===== config.mk =====
export PLATFORM = sky130hd
export DESIGN_NAME = serial_rate_command_parser_unit
export DESIGN_NICKNAME = d
export VERILOG_FILES = /design/src/rtl/srcp_pkg.sv /design/src/rtl/srcp_front.sv /design/src/rtl/srcp_queue.sv /design/src/rtl/srcp_back.sv /design/src/rtl/serial_rate_command_parser_unit.sv
export VERILOG_INCLUDE_DIRS = /design/src /design/src/rtl
export SDC_FILE = /design/constraint.sdc
export NUM_CORES = 1
export LEC_CHECK = 0
export BUFFER_PORTS_ARGS = -buffer_cell sky130_fd_sc_hd__buf_2
export CORE_ASPECT_RATIO = 1.75
export CORE_MARGIN = 1.5
export CORE_UTILIZATION = 35
export CTS_BUF_LIST = sky130_fd_sc_hd__clkbuf_16
export DETAILED_ROUTE_END_ITERATION = 8
export GPL_ROUTABILITY_DRIVEN = 1
export SLEW_MARGIN = 20
export SYNTH_ARGS = -nofsm -noshare
export SYNTH_HDL_FRONTEND = slang
export SYNTH_SLANG_ARGS = --single-unit

===== constraint.sdc =====
create_clock -name clk -period 3.12 [get_ports clk]
set_input_delay 0.312 -clock clk [delete_from_list [all_inputs] [get_ports clk]]
set_output_delay 0.312 -clock clk [all_outputs]
set_load 0.02 [all_outputs]

===== src/rtl/serial_rate_command_parser_unit_defines.svh =====
// Assertion macros shared by the serial rate command parser RTL.
// Included by the modules that carry concurrent checks; no other dependencies.
`ifndef SERIAL_RATE_COMMAND_PARSER_UNIT_DEFINES_SVH
`define SERIAL_RATE_COMMAND_PARSER_UNIT_DEFINES_SVH

// Same-cycle implication, disabled while in reset.
`define SRCP_ASSERT_IMP(lbl, clk, rstn, ante, cons, msg) \
  lbl: assert property (@(posedge clk) disable iff (!rstn) (ante) |-> (cons)) else $error(msg);

// Next-cycle implication, disabled while in reset.
`define SRCP_ASSERT_NXT(lbl, clk, rstn, ante, cons, msg) \
  lbl: assert property (@(posedge clk) disable iff (!rstn) (ante) |=> (cons)) else $error(msg);

`endif


===== src/rtl/srcp_pkg.sv =====
// Package for the serial rate command parser: job type, character codes,
// register indexes, reset values and keyword tables. No dependencies.
`timescale 1ns / 1ps
`default_nettype none

package srcp_pkg;

  // Configuration register indexes
  localparam logic [1:0] REG_RATE_DIVIDEND = 2'd0;
  localparam logic [1:0] REG_VALUE_LIMIT   = 2'd1;

  localparam logic [15:0] RATE_DIVIDEND_RST = 16'd50455;
  localparam logic [15:0] VALUE_LIMIT_RST   = 16'd5000;

  localparam int LINE_LENGTH_DEF = 100;

  // Character codes
  localparam logic [7:0] CH_NUL   = 8'd0;
  localparam logic [7:0] CH_TAB   = 8'd9;
  localparam logic [7:0] CH_LF    = 8'd10;
  localparam logic [7:0] CH_VT    = 8'd11;
  localparam logic [7:0] CH_FF    = 8'd12;
  localparam logic [7:0] CH_CR    = 8'd13;
  localparam logic [7:0] CH_SPACE = 8'd32;
  localparam logic [7:0] CH_PLUS  = 8'd43;
  localparam logic [7:0] CH_MINUS = 8'd45;
  localparam logic [7:0] CH_ZERO  = 8'd48;
  localparam logic [7:0] CH_NINE  = 8'd57;
  localparam logic [7:0] CH_SEMI  = 8'd59;
  localparam logic [7:0] CH_LOW_A = 8'd97;
  localparam logic [7:0] CH_LOW_Z = 8'd122;
  localparam logic [7:0] CASE_OFS = 8'd32;

  // Target codes
  localparam logic [1:0] TGT_NONE  = 2'd0;
  localparam logic [1:0] TGT_RPM   = 2'd1;
  localparam logic [1:0] TGT_SPEED = 2'd2;

  localparam logic [16:0] MAG_MAX = 17'h1FFFF;

  // One parsed line handed from the front end to the divider
  typedef struct packed {
    logic [1:0]  target;  // TGT_NONE marks an incorrect message
    logic [15:0] value;   // already clamped to the limit
  } job_t;

  // Expected letter of "RPM" at a given name position
  function automatic logic [7:0] rpm_char(input logic [2:0] idx);
    logic [7:0] ch;
    case (idx)
      3'd0:    ch = 8'd82;  // R
      3'd1:    ch = 8'd80;  // P
      default: ch = 8'd77;  // M
    endcase
    return ch;
  endfunction

  // Expected letter of "SPEED" at a given name position
  function automatic logic [7:0] speed_char(input logic [2:0] idx);
    logic [7:0] ch;
    case (idx)
      3'd0:      ch = 8'd83;  // S
      3'd1:      ch = 8'd80;  // P
      3'd2, 3'd3: ch = 8'd69; // E
      default:   ch = 8'd68;  // D
    endcase
    return ch;
  endfunction

endpackage

`default_nettype wire


===== src/rtl/srcp_front.sv =====
// Front end: takes one character per beat, tracks name match and value digits,
// emits one job per line end. Depends on srcp_pkg.
`timescale 1ns / 1ps
`default_nettype none

module srcp_front #(
  parameter int LINE_LENGTH = srcp_pkg::LINE_LENGTH_DEF
) (
  input  wire logic           clk,
  input  wire logic           rst_n,
  input  wire logic           in_valid,
  output logic                in_ready,
  input  wire logic [7:0]     in_rx_byte,
  input  wire logic [15:0]    value_limit,
  output logic                job_valid,
  input  wire logic           job_ready,
  output srcp_pkg::job_t      job
);

  localparam int CW = $clog2(LINE_LENGTH);
  localparam logic [CW-1:0] CNT_LAST = CW'(LINE_LENGTH - 1);

  localparam logic [1:0] PH_NAME    = 2'd0;
  localparam logic [1:0] PH_BLANKS  = 2'd1;
  localparam logic [1:0] PH_DIGITS  = 2'd2;
  localparam logic [1:0] PH_STOPPED = 2'd3;

  logic [CW-1:0] count_r, count_nxt;
  logic [1:0]    phase_r, phase_nxt;
  logic [2:0]    len_r, len_nxt;
  logic          rpm_r, rpm_nxt;
  logic          speed_r, speed_nxt;
  logic [16:0]   mag_r, mag_nxt;
  logic          neg_r, neg_nxt;
  logic          ended_r, ended_nxt;

  logic        accept, line_end;
  logic [7:0]  ch;
  logic        is_blank, is_sign, is_digit, digit_step;
  logic [20:0] acc;
  logic        sep_seen;

  assign in_ready  = job_ready;
  assign accept    = in_valid && in_ready;
  assign line_end  = (in_rx_byte == srcp_pkg::CH_CR) || (in_rx_byte == srcp_pkg::CH_LF);
  assign job_valid = in_valid && line_end;

  // Fold lower case onto upper case
  always_comb begin
    if (in_rx_byte >= srcp_pkg::CH_LOW_A && in_rx_byte <= srcp_pkg::CH_LOW_Z) begin
      ch = in_rx_byte - srcp_pkg::CASE_OFS;
    end else begin
      ch = in_rx_byte;
    end
  end

  assign is_blank = (ch == srcp_pkg::CH_SPACE) || (ch == srcp_pkg::CH_TAB) ||
                    (ch == srcp_pkg::CH_VT) || (ch == srcp_pkg::CH_FF);
  assign is_sign  = (ch == srcp_pkg::CH_PLUS) || (ch == srcp_pkg::CH_MINUS);
  assign is_digit = (ch >= srcp_pkg::CH_ZERO) && (ch <= srcp_pkg::CH_NINE);
  assign digit_step = (phase_r == PH_DIGITS) ||
                      ((phase_r == PH_BLANKS) && !is_blank && !is_sign);

  // mag*10 + digit, saturated later
  assign acc = {1'b0, mag_r, 3'b000} + {3'b000, mag_r, 1'b0} + {17'd0, ch[3:0]};

  // Job assembly at line end: classify name, clamp value
  assign sep_seen = (phase_r != PH_NAME);
  always_comb begin
    job.target = srcp_pkg::TGT_NONE;
    if (sep_seen && len_r == 3'd3 && rpm_r) begin
      job.target = srcp_pkg::TGT_RPM;
    end else if (sep_seen && len_r == 3'd5 && speed_r) begin
      job.target = srcp_pkg::TGT_SPEED;
    end
    if (neg_r && mag_r != 17'd0) begin
      job.value = value_limit;
    end else if (mag_r > {1'b0, value_limit}) begin
      job.value = value_limit;
    end else begin
      job.value = mag_r[15:0];
    end
  end

  // Line state update
  always_comb begin
    count_nxt = count_r;
    phase_nxt = phase_r;
    len_nxt   = len_r;
    rpm_nxt   = rpm_r;
    speed_nxt = speed_r;
    mag_nxt   = mag_r;
    neg_nxt   = neg_r;
    ended_nxt = ended_r;
    if (accept) begin
      if (line_end) begin
        count_nxt = '0;
        phase_nxt = PH_NAME;
        len_nxt   = 3'd0;
        rpm_nxt   = 1'b1;
        speed_nxt = 1'b1;
        mag_nxt   = 17'd0;
        neg_nxt   = 1'b0;
        ended_nxt = 1'b0;
      end else if (!ended_r && count_r < CNT_LAST) begin
        if (in_rx_byte == srcp_pkg::CH_NUL) begin
          ended_nxt = 1'b1;
        end else begin
          count_nxt = count_r + CW'(1);
          if (phase_r == PH_NAME) begin
            if (ch == srcp_pkg::CH_SEMI) begin
              phase_nxt = PH_BLANKS;
            end else begin
              if (len_r >= 3'd3 || ch != srcp_pkg::rpm_char(len_r)) rpm_nxt = 1'b0;
              if (len_r >= 3'd5 || ch != srcp_pkg::speed_char(len_r)) speed_nxt = 1'b0;
              if (len_r < 3'd7) len_nxt = len_r + 3'd1;
            end
          end else if (phase_r == PH_BLANKS && is_sign) begin
            neg_nxt   = (ch == srcp_pkg::CH_MINUS);
            phase_nxt = PH_DIGITS;
          end else if (digit_step) begin
            if (is_digit) begin
              phase_nxt = PH_DIGITS;
              mag_nxt   = (acc > {4'd0, srcp_pkg::MAG_MAX}) ? srcp_pkg::MAG_MAX : acc[16:0];
            end else begin
              phase_nxt = PH_STOPPED;
            end
          end
        end
      end
    end
  end

  always_ff @(posedge clk) begin
    if (!rst_n) begin
      count_r <= '0;
      phase_r <= PH_NAME;
      len_r   <= 3'd0;
      rpm_r   <= 1'b1;
      speed_r <= 1'b1;
      mag_r   <= 17'd0;
      neg_r   <= 1'b0;
      ended_r <= 1'b0;
    end else begin
      count_r <= count_nxt;
      phase_r <= phase_nxt;
      len_r   <= len_nxt;
      rpm_r   <= rpm_nxt;
      speed_r <= speed_nxt;
      mag_r   <= mag_nxt;
      neg_r   <= neg_nxt;
      ended_r <= ended_nxt;
    end
  end

`include "serial_rate_command_parser_unit_defines.svh"

  `SRCP_ASSERT_NXT(a_line_clears, clk, rst_n, accept && line_end, count_r == '0 && phase_r == PH_NAME && !ended_r, "line state not cleared after line end")
  `SRCP_ASSERT_IMP(a_count_bound, clk, rst_n, 1'b1, count_r <= CNT_LAST, "character count past line length")
  `SRCP_ASSERT_IMP(a_job_name, clk, rst_n, job_valid && job.target != srcp_pkg::TGT_NONE, phase_r != PH_NAME, "target chosen without separator")

endmodule

`default_nettype wire


===== src/rtl/srcp_queue.sv =====
// Two-entry job queue between the front end and the divider.
// Depends on srcp_pkg.
`timescale 1ns / 1ps
`default_nettype none

module srcp_queue (
  input  wire logic      clk,
  input  wire logic      rst_n,
  input  wire logic      push_valid,
  output logic           push_ready,
  input  wire srcp_pkg::job_t push_job,
  output logic           pop_valid,
  input  wire logic      pop_ready,
  output srcp_pkg::job_t pop_job
);

  srcp_pkg::job_t slot_r [2];
  logic       wr_ptr_r, wr_ptr_nxt;
  logic       rd_ptr_r, rd_ptr_nxt;
  logic [1:0] cnt_r, cnt_nxt;
  logic       push, pop;

  assign push_ready = (cnt_r != 2'd2);
  assign pop_valid  = (cnt_r != 2'd0);
  assign pop_job    = slot_r[rd_ptr_r];
  assign push       = push_valid && push_ready;
  assign pop        = pop_valid && pop_ready;

  // Pointer and fill count
  always_comb begin
    wr_ptr_nxt = push ? ~wr_ptr_r : wr_ptr_r;
    rd_ptr_nxt = pop ? ~rd_ptr_r : rd_ptr_r;
    cnt_nxt    = cnt_r;
    if (push && !pop) begin
      cnt_nxt = cnt_r + 2'd1;
    end else if (pop && !push) begin
      cnt_nxt = cnt_r - 2'd1;
    end
  end

  always_ff @(posedge clk) begin
    if (!rst_n) begin
      wr_ptr_r <= 1'b0;
      rd_ptr_r <= 1'b0;
      cnt_r    <= 2'd0;
    end else begin
      wr_ptr_r <= wr_ptr_nxt;
      rd_ptr_r <= rd_ptr_nxt;
      cnt_r    <= cnt_nxt;
    end
  end

  // Storage, no reset
  always_ff @(posedge clk) begin
    if (push) begin
      slot_r[wr_ptr_r] <= push_job;
    end
  end

`include "serial_rate_command_parser_unit_defines.svh"

  `SRCP_ASSERT_IMP(a_cnt_range, clk, rst_n, 1'b1, cnt_r <= 2'd2, "queue count out of range")
  `SRCP_ASSERT_IMP(a_ptr_cnt, clk, rst_n, cnt_r == 2'd0 || cnt_r == 2'd2, wr_ptr_r == rd_ptr_r, "pointers disagree with count")
  `SRCP_ASSERT_NXT(a_push_only, clk, rst_n, push && !pop, cnt_r == $past(cnt_r) + 2'd1, "push did not raise count")

endmodule

`default_nettype wire


===== src/rtl/srcp_back.sv =====
// Back end: 16-step restoring divider forming dividend/value - 1 and the
// result output register. Depends on srcp_pkg.
`timescale 1ns / 1ps
`default_nettype none

module srcp_back (
  input  wire logic        clk,
  input  wire logic        rst_n,
  input  wire logic        job_valid,
  output logic             job_ready,
  input  wire srcp_pkg::job_t job,
  input  wire logic [15:0] rate_dividend,
  output logic             out_valid,
  input  wire logic        out_ready,
  output logic             out_status,
  output logic [1:0]       out_target,
  output logic [15:0]      out_prescaler
);

  logic        busy_r, busy_nxt;
  logic [3:0]  step_r, step_nxt;
  logic [15:0] rem_r, rem_nxt;
  logic [15:0] quo_r, quo_nxt;
  logic [15:0] div_r;
  logic [1:0]  tgt_r;
  logic        ovld_r, ovld_nxt;
  logic        status_r;
  logic [1:0]  target_r;
  logic [15:0] presc_r;

  logic        take, last, ge, load_out;
  logic [16:0] shifted;

  assign job_ready = !busy_r && !ovld_r;
  assign take      = job_valid && job_ready;
  assign last      = busy_r && (step_r == 4'd15);
  assign load_out  = last || (take && job.target == srcp_pkg::TGT_NONE);

  // One quotient bit per cycle
  assign shifted = {rem_r, quo_r[15]};
  assign ge      = (shifted >= {1'b0, div_r});
  assign rem_nxt = ge ? 16'(shifted - {1'b0, div_r}) : shifted[15:0];
  assign quo_nxt = {quo_r[14:0], ge};

  // Sequencing
  always_comb begin
    busy_nxt = busy_r;
    step_nxt = step_r;
    ovld_nxt = ovld_r;
    if (out_valid && out_ready) ovld_nxt = 1'b0;
    if (take && job.target != srcp_pkg::TGT_NONE) begin
      busy_nxt = 1'b1;
      step_nxt = 4'd0;
    end else if (busy_r) begin
      step_nxt = step_r + 4'd1;
      if (last) busy_nxt = 1'b0;
    end
    if (load_out) ovld_nxt = 1'b1;
  end

  always_ff @(posedge clk) begin
    if (!rst_n) begin
      busy_r <= 1'b0;
      step_r <= 4'd0;
      ovld_r <= 1'b0;
    end else begin
      busy_r <= busy_nxt;
      step_r <= step_nxt;
      ovld_r <= ovld_nxt;
    end
  end

  // Datapath, no reset
  always_ff @(posedge clk) begin
    if (take) begin
      rem_r <= 16'd0;
      quo_r <= rate_dividend;
      div_r <= job.value;
      tgt_r <= job.target;
    end else if (busy_r) begin
      rem_r <= rem_nxt;
      quo_r <= quo_nxt;
    end
    if (take && job.target == srcp_pkg::TGT_NONE) begin
      status_r <= 1'b1;
      target_r <= srcp_pkg::TGT_NONE;
      presc_r  <= 16'd0;
    end else if (last) begin
      status_r <= 1'b0;
      target_r <= tgt_r;
      // a zero value counts as quotient zero
      presc_r  <= (div_r == 16'd0) ? 16'hFFFF : quo_nxt - 16'd1;
    end
  end

  assign out_valid     = ovld_r;
  assign out_status    = status_r;
  assign out_target    = target_r;
  assign out_prescaler = presc_r;

`include "serial_rate_command_parser_unit_defines.svh"

  `SRCP_ASSERT_IMP(a_not_both, clk, rst_n, busy_r, !ovld_r, "divider running while result held")
  `SRCP_ASSERT_NXT(a_div_start, clk, rst_n, take && job.target != srcp_pkg::TGT_NONE, busy_r && step_r == 4'd0, "division did not start")
  `SRCP_ASSERT_NXT(a_div_done, clk, rst_n, last, ovld_r && !out_status && out_target != srcp_pkg::TGT_NONE, "division end gave no result")
  `SRCP_ASSERT_IMP(a_bad_msg, clk, rst_n, out_valid && out_status, out_target == srcp_pkg::TGT_NONE && out_prescaler == 16'd0, "incorrect message with payload")

endmodule

`default_nettype wire


===== src/rtl/serial_rate_command_parser_unit.sv =====
// Top level of the serial rate command parser: configuration registers and
// front end, job queue and divider. Depends on srcp_pkg, srcp_front,
// srcp_queue, srcp_back.
//
//   Channel  Direction  Handshake        Payload
//   in_      input      valid / ready    rx_byte[7:0]
//   out_     output     valid / ready    status, target[1:0], prescaler[15:0]
//   cfg_     input      we, no wait      index[1:0], wdata[15:0]
//
// A character beat is taken whenever in_ready is high; in_ready drops only while the
// two-entry job queue is full. A command line end passes through the queue, then
// the 16 divider steps, the last of which loads the output register; an incorrect
// line loads the output register as soon as the divider takes it from the queue.
// The divider works one line at a time and sets the sustained line rate.
// Synchronous active-low reset clears line state, queue and result valid;
// registers reset to 50455 and 5000. A stalled output holds its beat while the
// front keeps parsing into the queue until the queue is full.
`timescale 1ns / 1ps
`default_nettype none

module serial_rate_command_parser_unit #(
  parameter int LINE_LENGTH = srcp_pkg::LINE_LENGTH_DEF
) (
  input  wire logic        clk,
  input  wire logic        rst_n,
  input  wire logic        in_valid,
  output logic             in_ready,
  input  wire logic [7:0]  in_rx_byte,
  output logic             out_valid,
  input  wire logic        out_ready,
  output logic             out_status,
  output logic [1:0]       out_target,
  output logic [15:0]      out_prescaler,
  input  wire logic        cfg_we,
  input  wire logic [1:0]  cfg_index,
  input  wire logic [15:0] cfg_wdata
);

  logic [15:0] rate_dividend_r;
  logic [15:0] value_limit_r;

  logic           fq_valid, fq_ready;
  srcp_pkg::job_t fq_job;
  logic           qb_valid, qb_ready;
  srcp_pkg::job_t qb_job;

  // Configuration registers; indexes past the list are ignored
  always_ff @(posedge clk) begin
    if (!rst_n) begin
      rate_dividend_r <= srcp_pkg::RATE_DIVIDEND_RST;
      value_limit_r   <= srcp_pkg::VALUE_LIMIT_RST;
    end else if (cfg_we) begin
      case (cfg_index)
        srcp_pkg::REG_RATE_DIVIDEND: rate_dividend_r <= cfg_wdata;
        srcp_pkg::REG_VALUE_LIMIT:   value_limit_r   <= cfg_wdata;
        default: ;
      endcase
    end
  end

  srcp_front #(
    .LINE_LENGTH(LINE_LENGTH)
  ) u_front (
    .clk         (clk),
    .rst_n       (rst_n),
    .in_valid    (in_valid),
    .in_ready    (in_ready),
    .in_rx_byte  (in_rx_byte),
    .value_limit (value_limit_r),
    .job_valid   (fq_valid),
    .job_ready   (fq_ready),
    .job         (fq_job)
  );

  srcp_queue u_queue (
    .clk        (clk),
    .rst_n      (rst_n),
    .push_valid (fq_valid),
    .push_ready (fq_ready),
    .push_job   (fq_job),
    .pop_valid  (qb_valid),
    .pop_ready  (qb_ready),
    .pop_job    (qb_job)
  );

  srcp_back u_back (
    .clk           (clk),
    .rst_n         (rst_n),
    .job_valid     (qb_valid),
    .job_ready     (qb_ready),
    .job           (qb_job),
    .rate_dividend (rate_dividend_r),
    .out_valid     (out_valid),
    .out_ready     (out_ready),
    .out_status    (out_status),
    .out_target    (out_target),
    .out_prescaler (out_prescaler)
  );

endmodule

`default_nettype wire


==> impl_metrics.json <==
{
  "status": "finished, final reports clean",
  "detail-route-antenna-nets": 0,
  "synth_fp_nets": 1206,
  "clkSinkCount": 181,
  "hold_violations": 0,
  "grt_pass1_vias": 8242,
  "pwr-share-clk_pct": 29.1,
  "comb_power_share_pct": 27.9,
  "pwr-share-seq_pct": 43.1,
  "p_int_mw": 4.830,
  "yosysWarnings": 0,
  "avgSynthCellArea_um2": 9.331,
  "path_max_fanout": 5,
  "hp-class": "in2reg",
  "dp_hpwl_um": 19150,
  "dieArea_um2": 30300,
  "utilization_pct": 41.27,
  "total_power_mw": 7.451,
  "critPathArrivalTime_ns": 3.35,
  "vias_per_cell": 5.314,
  "cp-startpoint": "u_front.mag_r[0]$_SDFFE_PN0P_",
  "wire_per_inst_um": 16.29,
  "synth.distinct_cells": 71,
  "power.density_nw_per_um2": 628.5,
  "drc": 0,
  "grt_pass1_wl_um": 41450,
  "rows": 82,
  "worstPathRequired_ns": 3.48,
  "cts-htree-levels": 4,
  "die_x_um": 132.2,
  "numCtsBuffers": 17,
  "areaGrowthSynthToFinish_pct": 15.92,
  "worstSetupPathType": "reg2reg",
  "rsz0062_at_grt": "yes",
  "reg2reg_from": "u_front.mag_r[0]$_SDFFE_PN0P_",
  "die_h_um": 229.1,
  "fin_area_um2": 11860,
  "io_pins": 52,
  "synth_ff_type": "dfxtp_1",
  "clock_latency_ns": 0.44,
  "overflow": 0,
  "cts_tree": "built",
  "clock-skew-final_ns": 0.01248,
  "p_leak_nw": 4.873,
  "maxCapViolations": 0,
  "cts_buffer_depth": 2,
  "start_kind": "register",
  "vdd_ir_drop_max_v": 0.0003935,
  "power.switching_mw": 2.622,
  "hold_depth": 3,
  "fin_crit_sh_pct": 95.74,
  "clock.fmax_mhz": 334.8,
  "vias": 8258,
  "ys_seq_area_share_pct": 42.28,
  "tightestPinTransition_ns": 1.117,
  "maxSlewViolCount": 0,
  "syn_inst": 1096,
  "min-delay-start": "cfg_wdata[4]",
  "register_area_um2": 4328,
  "end_kind": "register",
  "swShare_pct": 35.18,
  "drive_gt1_share_pct": 16.50,
  "min_period_ns": 2.987,
  "setup-tns-final_ns": 0,
  "relSlewSlack_pct": 25.21,
  "dr.pass1.iters": 5,
  "hold_buffers": 0,
  "coreArea_um2": 28730,
  "synthesis.area_um2": 10230,
  "drtIter0Drc": 511,
  "grt_use_total_pct": 16.85,
  "ys_seq_elements": 181,
  "finalSetupViolCount": 0,
  "synth_edf_count": 70,
  "synth-async-reset-ratio_pct": 0,
  "root_buffer": "clkbuf_16",
  "portBuffers": 51,
  "worst_r2r_path_depth": 13,
  "clk_pin_slew_ns": 0.08,
  "gp_congestion": 0.8592,
  "antenna_found_initial": 0,
  "initial_core_util_pct": 35.60,
  "place_area_um2": 11060,
  "num-fill-cells": 2878,
  "grt_start_max_net_pins": 38,
  "postRouteWirelength_um": 25320,
  "multiInputGateArea_um2": 5617,
  "diodes": 0,
  "fin_nets": 1273
}
## flip-flops by register name, summed over array words and instances (netlist names), 2 cells and up, named ones only
name / cells
u_queue.slot_r: 36
u_front.mag_r: 17
rate_dividend_r: 16
u_back.div_r: 16
u_back.out_prescaler: 16
u_back.quo_r: 16
u_back.rem_r: 16
value_limit_r: 16
u_front.count_r: 7
u_back.step_r: 4
u_front.len_r: 3
u_back.out_target: 2
u_back.tgt_r: 2
u_front.phase_r: 2
u_queue.cnt_r: 2
## power groups by stage
stage	clock network, mW	logic, mW	registers (mW)
finish	2.16	2.08	3.21
global route	2.30	2.35	3.25
CTS	2.22	2.08	3.19
detailed placement	0	2.07	3.24
global placement	0	2.06	3.24
floorplan	0	1.57	3.16
## through the flow
step           hold WS (ns)  setup slack [ns]  std cells
2_1_floorplan        0.4259           0.01807       1096
3_3_place_gp         0.4351          -0.06379       1518
3_5_place_dp         0.4444           -0.1326       1518
4_1_cts              0.1162           0.03510       1550
5_1_grt              0.1244          -0.04599       1554
6_report             0.1330            0.1330       1554
## cell families (layout without fill, tap and decap cells)
logic type	after synthesis	in the layout	share of synthesized area (%)
adders and majority gates	79	79	9.885
xor gates and xnor gates	48	48	4.111
buffers and inverters	108	188	4.331
DFF	181	181	42.28
muxes	34	34	3.609
and+or+nand+nor	373	373	17.20
AOI/OAI and AO/OA	273	273	18.58
## layout by cell type, fill, tap and decap left out, types with 11 or more instances in the layout
| cell | n |
|---|---|
| clkbuf_16 | 17 |
| buf_2 | 51 |
| nor3_1 | 13 |
| o21a_1 | 11 |
| mux2_2 | 22 |
| nand4_1 | 28 |
| o211ai_1 | 29 |
| a21o_1 | 14 |
| ha_1 | 74 |
| a21oi_1 | 50 |
| a22oi_1 | 17 |
| nor4_1 | 13 |
| xor2_1 | 12 |
| nand2_1 | 147 |
| dfxtp_1 | 108 |
| xnor2_1 | 36 |
| nand3_1 | 36 |
| buf_4 | 44 |
| o2bb2ai_1 | 18 |
| inv_1 | 55 |
| o21ai_0 | 45 |
| edfxtp_1 | 70 |
| a21boi_0 | 22 |
| nor2_1 | 72 |
## cells in the mapped netlist, types with 3 or more instances
master	count	area [um2]
edfxtp_1	70	2102
and3_1	3	18.77
dfxtp_1	111	2222
fa_1	3	60.06
nor4_1	15	93.84
a21o_1	14	105.1
buf_4	4	30.03
a211oi_1	6	45.04
o211ai_1	29	217.7
mux2_2	22	247.7
nand3_1	37	185.2
nand2b_1	6	37.54
nor3b_1	4	30.03
clkbuf_1	35	131.4
a21oi_1	53	265.3
buf_1	3	11.26
o2111ai_1	4	35.03
buf_2	6	30.03
a31oi_1	7	43.79
a32oi_1	5	43.79
a22o_1	6	52.55
nor3_1	13	65.06
o31ai_1	3	22.52
o22ai_1	4	25.02
o21a_1	11	82.58
o41ai_1	3	26.28
or3_1	6	37.54
xnor2_1	36	315.3
inv_1	57	214.0
and2_1	8	50.05
a21boi_0	22	165.2
nor2_1	80	300.3
mux2i_1	11	110.1
o2bb2ai_1	18	157.7
nor2b_1	10	62.56
a211o_1	4	35.03
o21ai_0	47	235.2
xor2_1	12	105.1
a22oi_1	17	127.6
nand2_1	147	551.8
or2_2	3	18.77
nand4_1	28	175.2
ha_1	76	950.9
## what timing repair did
action                     4_1_cts  5_1_grt
pin swaps                        1        6
resized for setup                1       39
setup endpoints to repair        6       20
cloned                           0        2
setup buffers                    0        2
## critical path, stage by stage, from the launching register on
cell       delay [ns]
dfxtp_2          0.34
inv_2            0.04
fa_1             0.51
inv_2            0.05
buf_4            0.14
ha_4             0.24
a21oi_4          0.17
a2bb2oi_2        0.14
o211ai_1         0.15
a221oi_2         0.41
mux2i_4          0.37
buf_6            0.19
nor2_4           0.04
o2bb2ai_1        0.13
## final cells by class
class / count / share of cell area, %
inverters: 58 / 1.836
well taps: 378 / 3.989
clock inverters: 15 / 1.478
repair buffers: 98 / 5.224
clock buffers: 17 / 3.588
multi-input cells: 807 / 47.38
flip-flops and latches: 181 / 36.51
## routing by layer
layer	routed length, um	GRT usage, %	vias to the layer above	share of wire [%]
li1	-	-	4133	-
met1	10410	18.72	3923	41
met2	13340	31.32	151	53
met3	547	2.280	51	2.2
met4	1024	7.967	0	4.0
met5	0	0	-	0
## path summary, 6_finish.rpt
kind,slack (ns),endpoint
min reg2reg,0.46,u_front.speed_r$_SDFFE_PN1P_
max,0.13,u_front.mag_r[4]$_SDFFE_PN0P_
min,0.13,rate_dividend_r[4]$_SDFFE_PN1P_
max reg2reg,0.13,u_front.mag_r[4]$_SDFFE_PN0P_
No activity file was read; power rests on OpenSTA's default activity.
